## src/rtl/core/jsu_pkg.sv

```systemverilog
// jsu_pkg: types, character codes and decode helpers for the JSON string unescaper.
// Used by jsu_front, jsu_queue, jsu_back and the top level; depends on nothing.
`timescale 1ns / 1ps

package jsu_pkg;

  localparam int QUEUE_DEPTH = 4;

  localparam logic [7:0] CH_NUL    = 8'h00;
  localparam logic [7:0] CH_QUOTE  = 8'h22;
  localparam logic [7:0] CH_BSLASH = 8'h5C;
  localparam logic [7:0] CH_SLASH  = 8'h2F;
  localparam logic [7:0] CH_U      = 8'h75;

  localparam logic [7:0] UTF8_LEAD2 = 8'hC0;
  localparam logic [7:0] UTF8_LEAD3 = 8'hE0;
  localparam logic [7:0] UTF8_CONT  = 8'h80;
  localparam logic [15:0] CP_TWO_BYTE   = 16'h0080;
  localparam logic [15:0] CP_THREE_BYTE = 16'h0800;
  localparam logic [2:0] HEX_LAST = 3'd3;

  typedef enum logic [1:0] {
    MODE_PLAIN = 2'd0,
    MODE_ESC   = 2'd1,
    MODE_HEX   = 2'd2
  } mode_t;

  typedef enum logic [1:0] {
    KIND_BYTE  = 2'd0,
    KIND_QUOTE = 2'd1,
    KIND_ERROR = 2'd2
  } kind_t;

  typedef struct packed {
    logic [7:0] data;
    kind_t      kind;
  } result_t;

  // up to four results for one input byte, count 1..4
  typedef struct packed {
    result_t [3:0] slot;
    logic [2:0]    count;
  } bundle_t;

  typedef struct packed {
    logic       valid;
    logic [3:0] value;
  } hex_t;

  typedef struct packed {
    logic       valid;
    logic [7:0] data;
  } map_t;

  typedef struct packed {
    logic [2:0][7:0] bytes;
    logic [1:0]      count;
  } utf8_t;

  function automatic hex_t hex_digit(input logic [7:0] c);
    hex_t h;
    h.valid = 1'b1;
    h.value = 4'd0;
    if (c inside {[8'h30:8'h39]}) begin
      h.value = c[3:0];
    end else if (c inside {[8'h61:8'h66], [8'h41:8'h46]}) begin
      h.value = 4'(c[2:0] + 3'd1) + 4'd8;
    end else begin
      h.valid = 1'b0;
    end
    return h;
  endfunction

  function automatic map_t simple_escape(input logic [7:0] c);
    map_t m;
    m.valid = 1'b1;
    case (c)
      CH_QUOTE:  m.data = CH_QUOTE;
      CH_BSLASH: m.data = CH_BSLASH;
      CH_SLASH:  m.data = CH_SLASH;
      8'h62:     m.data = 8'h08;
      8'h66:     m.data = 8'h0C;
      8'h6E:     m.data = 8'h0A;
      8'h72:     m.data = 8'h0D;
      8'h74:     m.data = 8'h09;
      default: begin
        m.valid = 1'b0;
        m.data  = 8'h00;
      end
    endcase
    return m;
  endfunction

  function automatic utf8_t utf8_encode(input logic [15:0] cp);
    utf8_t u;
    u.bytes = '0;
    if (cp < CP_TWO_BYTE) begin
      u.bytes[0] = cp[7:0];
      u.count    = 2'd1;
    end else if (cp < CP_THREE_BYTE) begin
      u.bytes[0] = UTF8_LEAD2 | {3'b000, cp[10:6]};
      u.bytes[1] = UTF8_CONT | {2'b00, cp[5:0]};
      u.count    = 2'd2;
    end else begin
      u.bytes[0] = UTF8_LEAD3 | {4'b0000, cp[15:12]};
      u.bytes[1] = UTF8_CONT | {2'b00, cp[11:6]};
      u.bytes[2] = UTF8_CONT | {2'b00, cp[5:0]};
      u.count    = 2'd3;
    end
    return u;
  endfunction

endpackage

```

## src/rtl/core/jsu_front.sv

```systemverilog
// jsu_front: takes raw string bytes, tracks escape mode and builds at most one result bundle per byte.
// Depends on jsu_pkg.
`timescale 1ns / 1ps

module jsu_front (
  input  logic            clk,
  input  logic            rst,
  input  logic            push,
  input  logic [7:0]      in_byte,
  input  logic            q_full,
  output logic            full,
  output logic            q_push,
  output jsu_pkg::bundle_t q_data
);

  jsu_pkg::mode_t mode, mode_next;
  logic [2:0]     hex_count, hex_count_next;
  logic [15:0]    code_point, code_point_next;

  logic             accept;
  jsu_pkg::hex_t    hex;
  jsu_pkg::map_t    esc;
  logic [15:0]      cp_shift;
  jsu_pkg::utf8_t   enc_cur, enc_shift;
  logic             plain_has;
  jsu_pkg::result_t plain_res;
  logic             is_bslash, is_quote, is_nul, is_u;

  assign accept    = push && !q_full;
  assign full      = q_full;
  assign hex       = jsu_pkg::hex_digit(in_byte);
  assign esc       = jsu_pkg::simple_escape(in_byte);
  assign cp_shift  = {code_point[11:0], hex.value};
  assign enc_cur   = jsu_pkg::utf8_encode(code_point);
  assign enc_shift = jsu_pkg::utf8_encode(cp_shift);
  assign is_bslash = (in_byte == jsu_pkg::CH_BSLASH);
  assign is_quote  = (in_byte == jsu_pkg::CH_QUOTE);
  assign is_nul    = (in_byte == jsu_pkg::CH_NUL);
  assign is_u      = (in_byte == jsu_pkg::CH_U);

  always_comb begin
    plain_has      = !is_bslash;
    plain_res.data = 8'h00;
    if (is_nul) begin
      plain_res.kind = jsu_pkg::KIND_ERROR;
    end else if (is_quote) begin
      plain_res.kind = jsu_pkg::KIND_QUOTE;
    end else begin
      plain_res.kind = jsu_pkg::KIND_BYTE;
      plain_res.data = in_byte;
    end
  end

  // next state
  always_comb begin
    mode_next       = mode;
    hex_count_next  = hex_count;
    code_point_next = code_point;
    case (mode)
      jsu_pkg::MODE_ESC: begin
        if (esc.valid) begin
          mode_next = jsu_pkg::MODE_PLAIN;
        end else if (is_u) begin
          mode_next       = jsu_pkg::MODE_HEX;
          hex_count_next  = 3'd0;
          code_point_next = 16'h0000;
        end else begin
          mode_next       = jsu_pkg::MODE_PLAIN;
          hex_count_next  = 3'd0;
          code_point_next = 16'h0000;
        end
      end
      jsu_pkg::MODE_HEX: begin
        if (hex.valid && !hex_count[2]) begin
          code_point_next = cp_shift;
          hex_count_next  = hex_count + 3'd1;
          if (hex_count == jsu_pkg::HEX_LAST) begin
            mode_next       = jsu_pkg::MODE_PLAIN;
            hex_count_next  = 3'd0;
            code_point_next = 16'h0000;
          end
        end else begin
          hex_count_next  = 3'd0;
          code_point_next = 16'h0000;
          mode_next       = is_bslash ? jsu_pkg::MODE_ESC : jsu_pkg::MODE_PLAIN;
        end
      end
      default: begin
        if (is_bslash) begin
          mode_next = jsu_pkg::MODE_ESC;
        end else begin
          mode_next = jsu_pkg::MODE_PLAIN;
          if (is_nul || is_quote) begin
            hex_count_next  = 3'd0;
            code_point_next = 16'h0000;
          end
        end
      end
    endcase
  end

  // result bundle
  always_comb begin
    q_data = '0;
    case (mode)
      jsu_pkg::MODE_ESC: begin
        if (esc.valid) begin
          q_data.slot[0] = '{data: esc.data, kind: jsu_pkg::KIND_BYTE};
          q_data.count   = 3'd1;
        end else if (!is_u) begin
          q_data.slot[0] = '{data: 8'h00, kind: jsu_pkg::KIND_ERROR};
          q_data.count   = 3'd1;
        end
      end
      jsu_pkg::MODE_HEX: begin
        if (hex.valid && !hex_count[2]) begin
          if (hex_count == jsu_pkg::HEX_LAST) begin
            for (int i = 0; i < 3; i++) begin
              q_data.slot[i] = '{data: enc_shift.bytes[i], kind: jsu_pkg::KIND_BYTE};
            end
            q_data.count = {1'b0, enc_shift.count};
          end
        end else begin
          for (int i = 0; i < 3; i++) begin
            q_data.slot[i] = '{data: enc_cur.bytes[i], kind: jsu_pkg::KIND_BYTE};
          end
          if (plain_has) begin
            q_data.slot[enc_cur.count] = plain_res;
          end
          q_data.count = {1'b0, enc_cur.count} + {2'b00, plain_has};
        end
      end
      default: begin
        if (plain_has) begin
          q_data.slot[0] = plain_res;
          q_data.count   = 3'd1;
        end
      end
    endcase
  end

  assign q_push = accept && (q_data.count != 3'd0);

  always_ff @(posedge clk) begin
    if (rst) begin
      mode       <= jsu_pkg::MODE_PLAIN;
      hex_count  <= 3'd0;
      code_point <= 16'h0000;
    end else if (accept) begin
      mode       <= mode_next;
      hex_count  <= hex_count_next;
      code_point <= code_point_next;
    end
  end

endmodule

```

## src/rtl/core/jsu_queue.sv

```systemverilog
// jsu_queue: small first-in first-out store of result bundles between front and back.
// Depends on jsu_pkg.
`timescale 1ns / 1ps

module jsu_queue #(
  parameter int DEPTH = jsu_pkg::QUEUE_DEPTH
) (
  input  logic             clk,
  input  logic             rst,
  input  logic             wr,
  input  jsu_pkg::bundle_t wr_data,
  input  logic             rd,
  output jsu_pkg::bundle_t rd_data,
  output logic             full,
  output logic             empty
);

  localparam int AW = $clog2(DEPTH);

  jsu_pkg::bundle_t mem [DEPTH];
  logic [AW-1:0]    wr_ptr, rd_ptr;
  logic [AW:0]      count;
  logic             do_wr, do_rd;

  assign full    = (count == (AW+1)'(DEPTH));
  assign empty   = (count == '0);
  assign do_wr   = wr && !full;
  assign do_rd   = rd && !empty;
  assign rd_data = mem[rd_ptr];

  always_ff @(posedge clk) begin
    if (do_wr) begin
      mem[wr_ptr] <= wr_data;
    end
  end

  always_ff @(posedge clk) begin
    if (rst) begin
      wr_ptr <= '0;
      rd_ptr <= '0;
      count  <= '0;
    end else begin
      if (do_wr) begin
        wr_ptr <= (wr_ptr == AW'(DEPTH - 1)) ? '0 : wr_ptr + 1'b1;
      end
      if (do_rd) begin
        rd_ptr <= (rd_ptr == AW'(DEPTH - 1)) ? '0 : rd_ptr + 1'b1;
      end
      if (do_wr && !do_rd) begin
        count <= count + 1'b1;
      end else if (do_rd && !do_wr) begin
        count <= count - 1'b1;
      end
    end
  end

endmodule

```

## src/rtl/core/jsu_back.sv

```systemverilog
// jsu_back: unpacks result bundles into single results on the output side, one per cycle
// while pop is high. Depends on jsu_pkg.
`timescale 1ns / 1ps

module jsu_back (
  input  logic             clk,
  input  logic             rst,
  input  jsu_pkg::bundle_t q_data,
  input  logic             q_empty,
  output logic             q_pop,
  input  logic             pop,
  output logic             empty,
  output logic [7:0]       out_byte,
  output logic [1:0]       kind,
  output logic             run_last
);

  jsu_pkg::bundle_t cur;
  logic             cur_valid;
  logic [1:0]       idx;
  logic             last, take, load;
  jsu_pkg::result_t res;

  assign last  = (idx == 2'(cur.count - 3'd1));
  assign take  = pop && cur_valid;
  assign load  = !cur_valid || (take && last);
  assign q_pop = load && !q_empty;
  assign res   = cur.slot[idx];

  assign empty    = !cur_valid;
  assign out_byte = res.data;
  assign kind     = res.kind;
  assign run_last = last;

  always_ff @(posedge clk) begin
    if (q_pop) begin
      cur <= q_data;
    end
  end

  always_ff @(posedge clk) begin
    if (rst) begin
      cur_valid <= 1'b0;
      idx       <= 2'd0;
    end else if (load) begin
      cur_valid <= !q_empty;
      idx       <= 2'd0;
    end else if (take) begin
      idx <= idx + 2'd1;
    end
  end

endmodule

```

## src/rtl/core/json_string_unescaper.sv

```systemverilog
// JSON string unescaper top level: front decoder, bundle queue and result unpacker.
// An accepted byte's bundle is written into the bundle queue, then loaded into the unpacker's
// current-bundle register, from which its results are shown and popped.
// Throughput: one byte per cycle while full is low; a byte that gives several results is popped
// one result at a time, and the bundle queue absorbs such bursts while the front keeps accepting.
// Reset (rst, synchronous): plain mode, empty queue, no result showing.
`timescale 1ns / 1ps

module json_string_unescaper #(
  parameter int QUEUE_DEPTH = jsu_pkg::QUEUE_DEPTH
) (
  input  logic       clk,
  input  logic       rst,
  input  logic       push,
  output logic       full,
  input  logic [7:0] in_byte,
  output logic       empty,
  input  logic       pop,
  output logic [7:0] out_byte,
  output logic [1:0] kind,
  output logic       run_last
);

  jsu_pkg::bundle_t wr_data, rd_data;
  logic             q_wr, q_rd, q_full, q_empty;

  jsu_front u_front (
    .clk     (clk),
    .rst     (rst),
    .push    (push),
    .in_byte (in_byte),
    .q_full  (q_full),
    .full    (full),
    .q_push  (q_wr),
    .q_data  (wr_data)
  );

  jsu_queue #(
    .DEPTH (QUEUE_DEPTH)
  ) u_queue (
    .clk     (clk),
    .rst     (rst),
    .wr      (q_wr),
    .wr_data (wr_data),
    .rd      (q_rd),
    .rd_data (rd_data),
    .full    (q_full),
    .empty   (q_empty)
  );

  jsu_back u_back (
    .clk      (clk),
    .rst      (rst),
    .q_data   (rd_data),
    .q_empty  (q_empty),
    .q_pop    (q_rd),
    .pop      (pop),
    .empty    (empty),
    .out_byte (out_byte),
    .kind     (kind),
    .run_last (run_last)
  );

endmodule

```

## config.mk

```make
export PLATFORM = sky130hd
export DESIGN_NAME = json_string_unescaper
export DESIGN_NICKNAME = d
export VERILOG_FILES = /design/src/rtl/core/jsu_pkg.sv /design/src/rtl/core/jsu_front.sv /design/src/rtl/core/jsu_queue.sv /design/src/rtl/core/jsu_back.sv /design/src/rtl/core/json_string_unescaper.sv
export SDC_FILE = /design/constraint.sdc
export NUM_CORES = 1
export LEC_CHECK = 0
export BUFFER_PORTS_ARGS = -buffer_cell sky130_fd_sc_hd__buf_2
export CORE_AREA = 2 2 210 109
export CTS_CLUSTER_SIZE = 25
export DETAILED_ROUTE_END_ITERATION = 10
export DIE_AREA = 0 0 212 111
export GPL_ROUTABILITY_DRIVEN = 0
export GPL_TIMING_DRIVEN = 0
export PLACE_DENSITY = 0.65
export SLEW_MARGIN = 25
export SYNTH_ARGS = -nofsm -noshare
export SYNTH_HDL_FRONTEND = slang
export SYNTH_SLANG_ARGS = --single-unit
```

## constraint.sdc

```tcl
create_clock -name clk -period 4.9 [get_ports clk]
set_input_delay 0.245 -clock clk [delete_from_list [all_inputs] [get_ports clk]]
set_output_delay 0.245 -clock clk [all_outputs]
set_load 0.005 [all_outputs]
```

## After elaboration in Yosys (flattened, before gate mapping)

Memory sizes are Yosys's and may differ from the RTL's. A register that Yosys moved wholly into a read port is not among the register bits.
Index checks and enable logic that the tools add are counted.

- Add/sub/neg operators: 10
- Eq/ne operators: 19
- $lt $le $gt $ge: 13
- Reductions and logical operators: 33
- Mux-type cells: 56

Operators by type and width:

| operator | number |
|---|---|
| $mux 16 | 9 |
| $mux 33 | 2 |
| $eq 8x7->1 const B | 7 |
| $pmux 7 s8 | 1 |
| $mux 10 | 5 |
| $bwmux 40 | 1 |
| $mux 40 | 1 |
| $lt 16x12->1 const B | 2 |
| $lt 16x8->1 const B | 2 |
| $mux 8 | 4 |
| $pmux 16 s2 | 1 |
| $mux 30 | 1 |
| $mux 13 | 2 |
| $pmux 13 s2 | 1 |
| $mux 3 | 7 |
| $bmux 10 s2 | 1 |
| $demux 10 s2 | 1 |
| $eq 8x6->1 const B | 2 |
| $ge 8x7->1 const B | 2 |
| $le 8x7->1 const B | 2 |
| $logic_and 1x1->1 | 14 |
| $mux 2 | 7 |
| $ge 8x6->1 const B | 1 |
| $le 8x6->1 const B | 1 |
| 31 further kinds | 54 |

- Logic and storage cells: 140
- Memories: 1
- Input bits: 12
- Flip-flop bits (word level): 31
- Output and inout bits: 13
- Bits in writable memories: 172

Memories:

| name | depth | bits a word | read ports | clocked after memory_dff | write ports | RTL line | text |
|---|---|---|---|---|---|---|---|
| u_queue.mem | 4 | 43 | 1 | 1 | 1 | jsu_queue.sv:20 | `jsu_pkg::bundle_t mem [DEPTH];` |

## Longest topological paths before layout

- Word-level depth: 18
- Mapped depth: 17
- Gate-level depth less buffers: 16

## Cells and area by module

From an unflattened synthesis, not the netlist that was laid out.

- Cell total of the unflattened synthesis: 724
- Area total of the unflattened synthesis: 11021.8 um^2

By module, submodules not included:

| module | area each (um^2) | seq. area each (um^2) | instances | cells each |
|---|---|---|---|---|
| jsu_queue | 6685.2 | 5345.1 | 1 | 275 |
| jsu_front | 2637.5 | 420.4 | 1 | 373 |
| jsu_back | 1699.1 | 1321.3 | 1 | 76 |

## Worst setup path after synthesis

No wires, ideal clock.

- Path kind: register to register
- Start: reg u_back.idx[0]
- End: reg u_queue.count[2]
- Setup time: 0.070 ns
- Data required time: 4.830 ns
- Buffers on the path: 1
- Period minus slack after synthesis: 4.589 ns
- Path slack: 0.311 ns
- Arrival time: 4.519 ns
- Cell stages (with the launch flop): 13
- Path through: dfxtp_1 -> clkbuf_1 -> nand2b_1 -> o21ai_0 -> nand2_1 -> a21oi_1 -> inv_1 -> ha_1 -> inv_1 -> fa_1 -> xor2_1 -> or3_1 -> a21oi_1

- Longest elaborated chain between the ends: 8
- Elaborated cells on any way between the ends: 10
- Those cells by class: eq/ne: 1; mux: 1; reduce/logical: 8

RTL lines:

| item | RTL line | text |
|---|---|---|
| from (decl) | jsu_back.sv:20 | `logic [1:0] idx;` |
| from (signal assigned) | jsu_back.sv:49 | `idx <= idx + 2'd1;` |
| $eq 2x2->1 * | jsu_back.sv:24 | `assign last = (idx == 2'(cur.count - 3'd1));` |
| named net run_last | json_string_unescaper.sv:21 | `output logic run_last` |
| $logic_and 1x1->1 * | jsu_back.sv:26 | `assign load = !cur_valid \|\| (take && last);` |
| $logic_or 1x1->1 * | jsu_back.sv:26 |  |
| $logic_and 1x1->1 * | jsu_back.sv:27 | `assign q_pop = load && !q_empty;` |
| named net q_rd | json_string_unescaper.sv:25 | `logic q_wr, q_rd, q_full, q_empty;` |
| $logic_and 1x1->1 * | jsu_queue.sv:28 | `assign do_rd = rd && !empty;` |
| $logic_not 1->1 | jsu_queue.sv:49 | `if (do_wr && !do_rd) begin` |
| $logic_and 1x1->1 | jsu_queue.sv:49 |  |
| $mux 3 or $reduce_bool 2->1 (tied branches) | - |  |
| to (signal assigned) | jsu_queue.sv:50 | `count <= count + 1'b1;` |
| to (signal assigned) | jsu_queue.sv:52 | `count <= count - 1'b1;` |
| to (decl) | jsu_queue.sv:22 | `logic [AW:0] count;` |

The timed path passes the listed nets; every way through them passes the cells marked *.
A chain may end at the register's enable or synchronous reset.

## Final worst setup path

- Start: reg u_front.code_point[9]
- End: reg u_queue.count[2]

- Longest elaborated chain between the ends: 12
- Elaborated cells on any way between the ends: 20
- Those cells by class: add/sub: 1; order compare: 4; mux: 8; reduce/logical: 7

RTL lines:

| item | RTL line | text |
|---|---|---|
| from (decl) | jsu_front.sv:18 | `logic [15:0] code_point, code_point_next;` |
| from (signal assigned) | jsu_front.sv:152 | `code_point <= code_point_next;` |
| $lt 16x12->1 | jsu_pkg.sv:100 | `end else if (cp < CP_THREE_BYTE) begin` |
| $mux 16 | jsu_pkg.sv:100 |  |
| $mux 10 | jsu_pkg.sv:97 | `if (cp < CP_TWO_BYTE) begin` |
| $add 2x1->3 or $mux 33 (tied branches) | jsu_front.sv:130, jsu_front.sv:117 |  |
| $mux 33 * | jsu_front.sv:116 | `if (hex.valid && !hex_count[2]) begin` |
| $pmux 13 s2 * | jsu_front.sv:105 | `case (mode)` |
| $reduce_bool 3->1 * | jsu_front.sv:142 | `assign q_push = accept && (q_data.count != 3'd0);` |
| $logic_and 1x1->1 * | jsu_front.sv:142 |  |
| $logic_and 1x1->1 * | jsu_queue.sv:27 | `assign do_wr = wr && !full;` |
| named net u_queue.do_wr | jsu_queue.sv:23 | `logic do_wr, do_rd;` |
| $logic_not 1->1 | jsu_queue.sv:51 | `end else if (do_rd && !do_wr) begin` |
| $logic_and 1x1->1 | jsu_queue.sv:51 |  |
| $reduce_bool 2->1 (no line) | - |  |

Marked as above.

==> flow_summary_export.csv <==
group,metric,value,unit
routing,drtIter0Drc,935,
floorplan,start_util,0.485,
clock_network,cts.sinks,241,
finish,final_common_cell,"edfxtp_1",
synthesis,yosysUniqueCellTypes,75,
timing,slew_headroom,0.291,
finish,n_fill_cell,1753,
worst_setup_path,reg2reg_from,"u_front.code_point[9]",
synthesis,syn-num-nets,739,
run_status,outcome,"completed",
power,power_leakage,0.00398,uW
worst_setup_path,worstPathMaxFanout,8,
synthesis,synth_area,0.0107,mm^2
floorplan,die_area,0.0235,mm^2
worst_setup_path,r2r-end,"u_queue.count[2]",
clock_network,clkLatencyLatePin,530,ps
routing,drt-total-wl,26.7,mm
worst_setup_path,rr_worst_depth,13,
routing,route.detailed.drc,0,
placement,portBuffers,24,
worst_setup_path,crit_type,"register to register",
worst_setup_path,cpPeakStageDelay,490,ps
timing,period_needed,4490,ps
hold_path,hp-class,"primary input to register",
routing,vias_per_cell,6.31,
grt,grt_pass1_vias,6656,
worst_setup_path,cp.arrival,4940,ps
placement,place_area,0.0113,mm^2
worst_setup_path,end_kind,"register",
timing,slew_viol_final,0,
synthesis,yosysSeqAreaShare,0.650,
clock_network,cts_root_buf,"clkbuf_16",
finish,layout_common_cells,"edfxtp_1, nor2_1, mux4_2",
timing,hold-worst-slack,115,ps
synthesis,yosys_warnings,0,
synthesis,synth_edf_count,210,
routing,dr.pass1.iters,11,
synthesis,synthCells,711,
finish,n_antenna_cell,0,
synthesis,async_reset_ff_frac,0,
timing,finalSetupViolations,0,
timing,finalHoldViolations,0,
clock_network,cts_tree,"done",
power,peakVddDrop,0.000272,V
timing,period_share,0.917,
finish,syn2layout_area_growth,12.3,%
timing,rsz0062_at_grt,"no",
power,power_density,484,mW/mm^2
worst_setup_path,cp-startpoint,"u_front.code_point[9]",
clock_network,cts_max_path_buffers,3,
grt,grt_use_total,0.233,
synthesis,synth_ff_type,"edfxtp_1",
timing,worst_pin_slew,1050,ps
timing,skew,24.1,ps
timing,max_freq,0.223,GHz
synthesis,synth-seq-cells,241,
finish,postLayoutCoreUtil,0.544,
clock_network,cts_setup_buffers,0,
worst_setup_path,crit_chain,"nor4_1 -> nand2b_1 -> nor2_1 -> clkinv_1 -> ha_1 -> o311ai_2 -> a21oi_1 -> ha_1 -> inv_1 -> fa_1 -> xor2_1 -> or3_1 -> a21oi_1",
run,cap_violations,0,
clock_network,h-tree-depth,1,
floorplan,core-area,0.0220,mm^2
worst_setup_path,cp.required,5340,ps
worst_setup_path,r2r_slack,410,ps
clock_network,cts_made_buffers,22,
worst_setup_path,cp_num_cells,13,
grt,grt_max_degree,43,
floorplan,die_w,212,um
floorplan,fp.dieH,111,um
routing,route.vias.total,6837,
worst_setup_path,slowest_stage,"nor4_1",
clock_network,cts-resized-gates,0,
placement,dpl_worst_slack,593,ps
routing,wl_per_cell,24.6,um
floorplan,row_count,39,
clock_network,cts_hold_repair.buffers,0,
worst_setup_path,cp_top_family,"simple AND/OR/NAND/NOR gates",
placement,hpwl,18.7,mm
finish,drive_gt1_frac,0.187,
timing,setup_ws,406,ps
floorplan,ios,25,
synthesis,avgSynthCellArea,15.0,um^2
grt,grt_pass1_wl,40.5,mm
worst_setup_path,crit_buf_inv,2,
finish,nNetsFinal,789,
clock_network,clkSlewWorstSetupHoldPaths,70,ps
routing,postRouteAntennaNets,0,
finish,design_area,0.0120,mm^2
grt,antenna_found_initial,1,
worst_setup_path,crit_end,"u_queue.count[2]",
grt,grt_remaining_overflow,0,
worst_setup_path,start_kind,"register",
## state kept, by name, indices dropped and copies added (netlist names)
register / count
u_back.cur_valid: 1
u_front.hex_count: 3
u_queue.count: 3
u_front.code_point: 16
u_back.idx: 2
u_queue.mem: 168
u_queue.wr_ptr: 2
u_front.mode: 2
u_queue.rd_ptr: 2
u_back.cur: 42
## Yosys cell counts (3+ instances only)
library cell	instances	area share
a21oi_1	34	0.016
nand2_1	41	0.014
or4_1	5	0.0035
and2_1	10	0.0059
buf_1	5	0.0018
nand4_1	3	0.0018
o31ai_1	3	0.0021
clkbuf_1	25	0.0088
buf_6	3	0.0032
o21ai_1	3	0.0014
a211oi_1	8	0.0056
or3_1	3	0.0018
o2bb2ai_1	3	0.0025
nor3b_1	3	0.0021
and3_1	5	0.0029
mux2_2	3	0.0032
nor2_1	58	0.020
o22ai_1	5	0.0029
mux4_2	52	0.11
nor2b_1	4	0.0023
o21ai_0	17	0.0080
buf_2	8	0.0038
inv_1	19	0.0067
a31oi_1	7	0.0041
nor4_1	7	0.0041
o21bai_1	3	0.0021
mux2i_1	8	0.0075
nor3_1	22	0.010
nand3_1	13	0.0061
nand2b_1	5	0.0029
xor2_1	3	0.0025
edfxtp_1	210	0.59
dfxtp_1	31	0.058
ha_1	15	0.018
a22oi_1	16	0.011
## cell type report
cell class / count / area [um^2] / area share
Clock buffer: 25 / 562 / 0.0469
Tap cell: 307 / 384 / 0.0321
Timing Repair Buffer: 26 / 175 / 0.0146
Buffer: 43 / 206 / 0.0172
Clock inverter: 15 / 156 / 0.0131
Inverter: 21 / 78.8 / 0.00658
Multi-Input combinational cell: 406 / 3480 / 0.291
Sequential cell: 241 / 6930 / 0.578
## routing by layer
| metal | vias to the layer above | GRT usage | routed length, um |
|---|---|---|---|
| met5 | - | 0.0409 | 64 |
| met1 | 3415 | 0.357 | 11700 |
| met4 | 2 | 0.0399 | 527 |
| met2 | 422 | 0.310 | 10800 |
| met3 | 67 | 0.0924 | 3540 |
| li1 | 2931 | - | - |
## metrics by stage
step	total power, uW	TNS [ps]	std cells
2_1_floorplan	3640	0	711
3_3_place_gp	4030	-27870	1042
3_5_place_dp	4130	0	1044
4_1_cts	5850	0	1084
5_1_grt	6050	0	1084
6_report	5790	0	1084
## power breakdown
part           internal [uW]  switching [uW]
sequential              2680             103
clock                    985             740
combinational            593             694
## worst min-delay path, delay by kind of cell
kind | cells | cell delay [ps]
buf+inv | 1 | 100
compound gates | 1 | 60
simple gates | 2 | 190
## worst min-delay path by stage
stage / startpoint / cells after the start / to / slack [ps]
after global placement: u_back.cur_valid / 2 / u_back.cur_valid / 450
after CTS: pop / 4 / u_back.cur_valid / 90
after global routing: push / 4 / u_front.mode[1] / 150
final: pop / 4 / u_back.cur_valid / 120
after detailed placement: u_front.mode[1] / 2 / u_front.mode[1] / 480
after floorplan: pop / 3 / u_back.cur_valid / 440
## kinds of logic (layout without fill, tap and decap cells)
logic type | count (synthesis) | after routing | synth area share
compound gates | 136 | 136 | 0.0949
xor+xnor | 3 | 3 | 0.00246
fa+ha+maj | 16 | 16 | 0.0195
buf+inv | 64 | 130 | 0.0263
flops | 241 | 241 | 0.650
mux | 63 | 63 | 0.121
simple gates | 188 | 188 | 0.0867
Note: power is estimated with default switching activity, not from simulation.
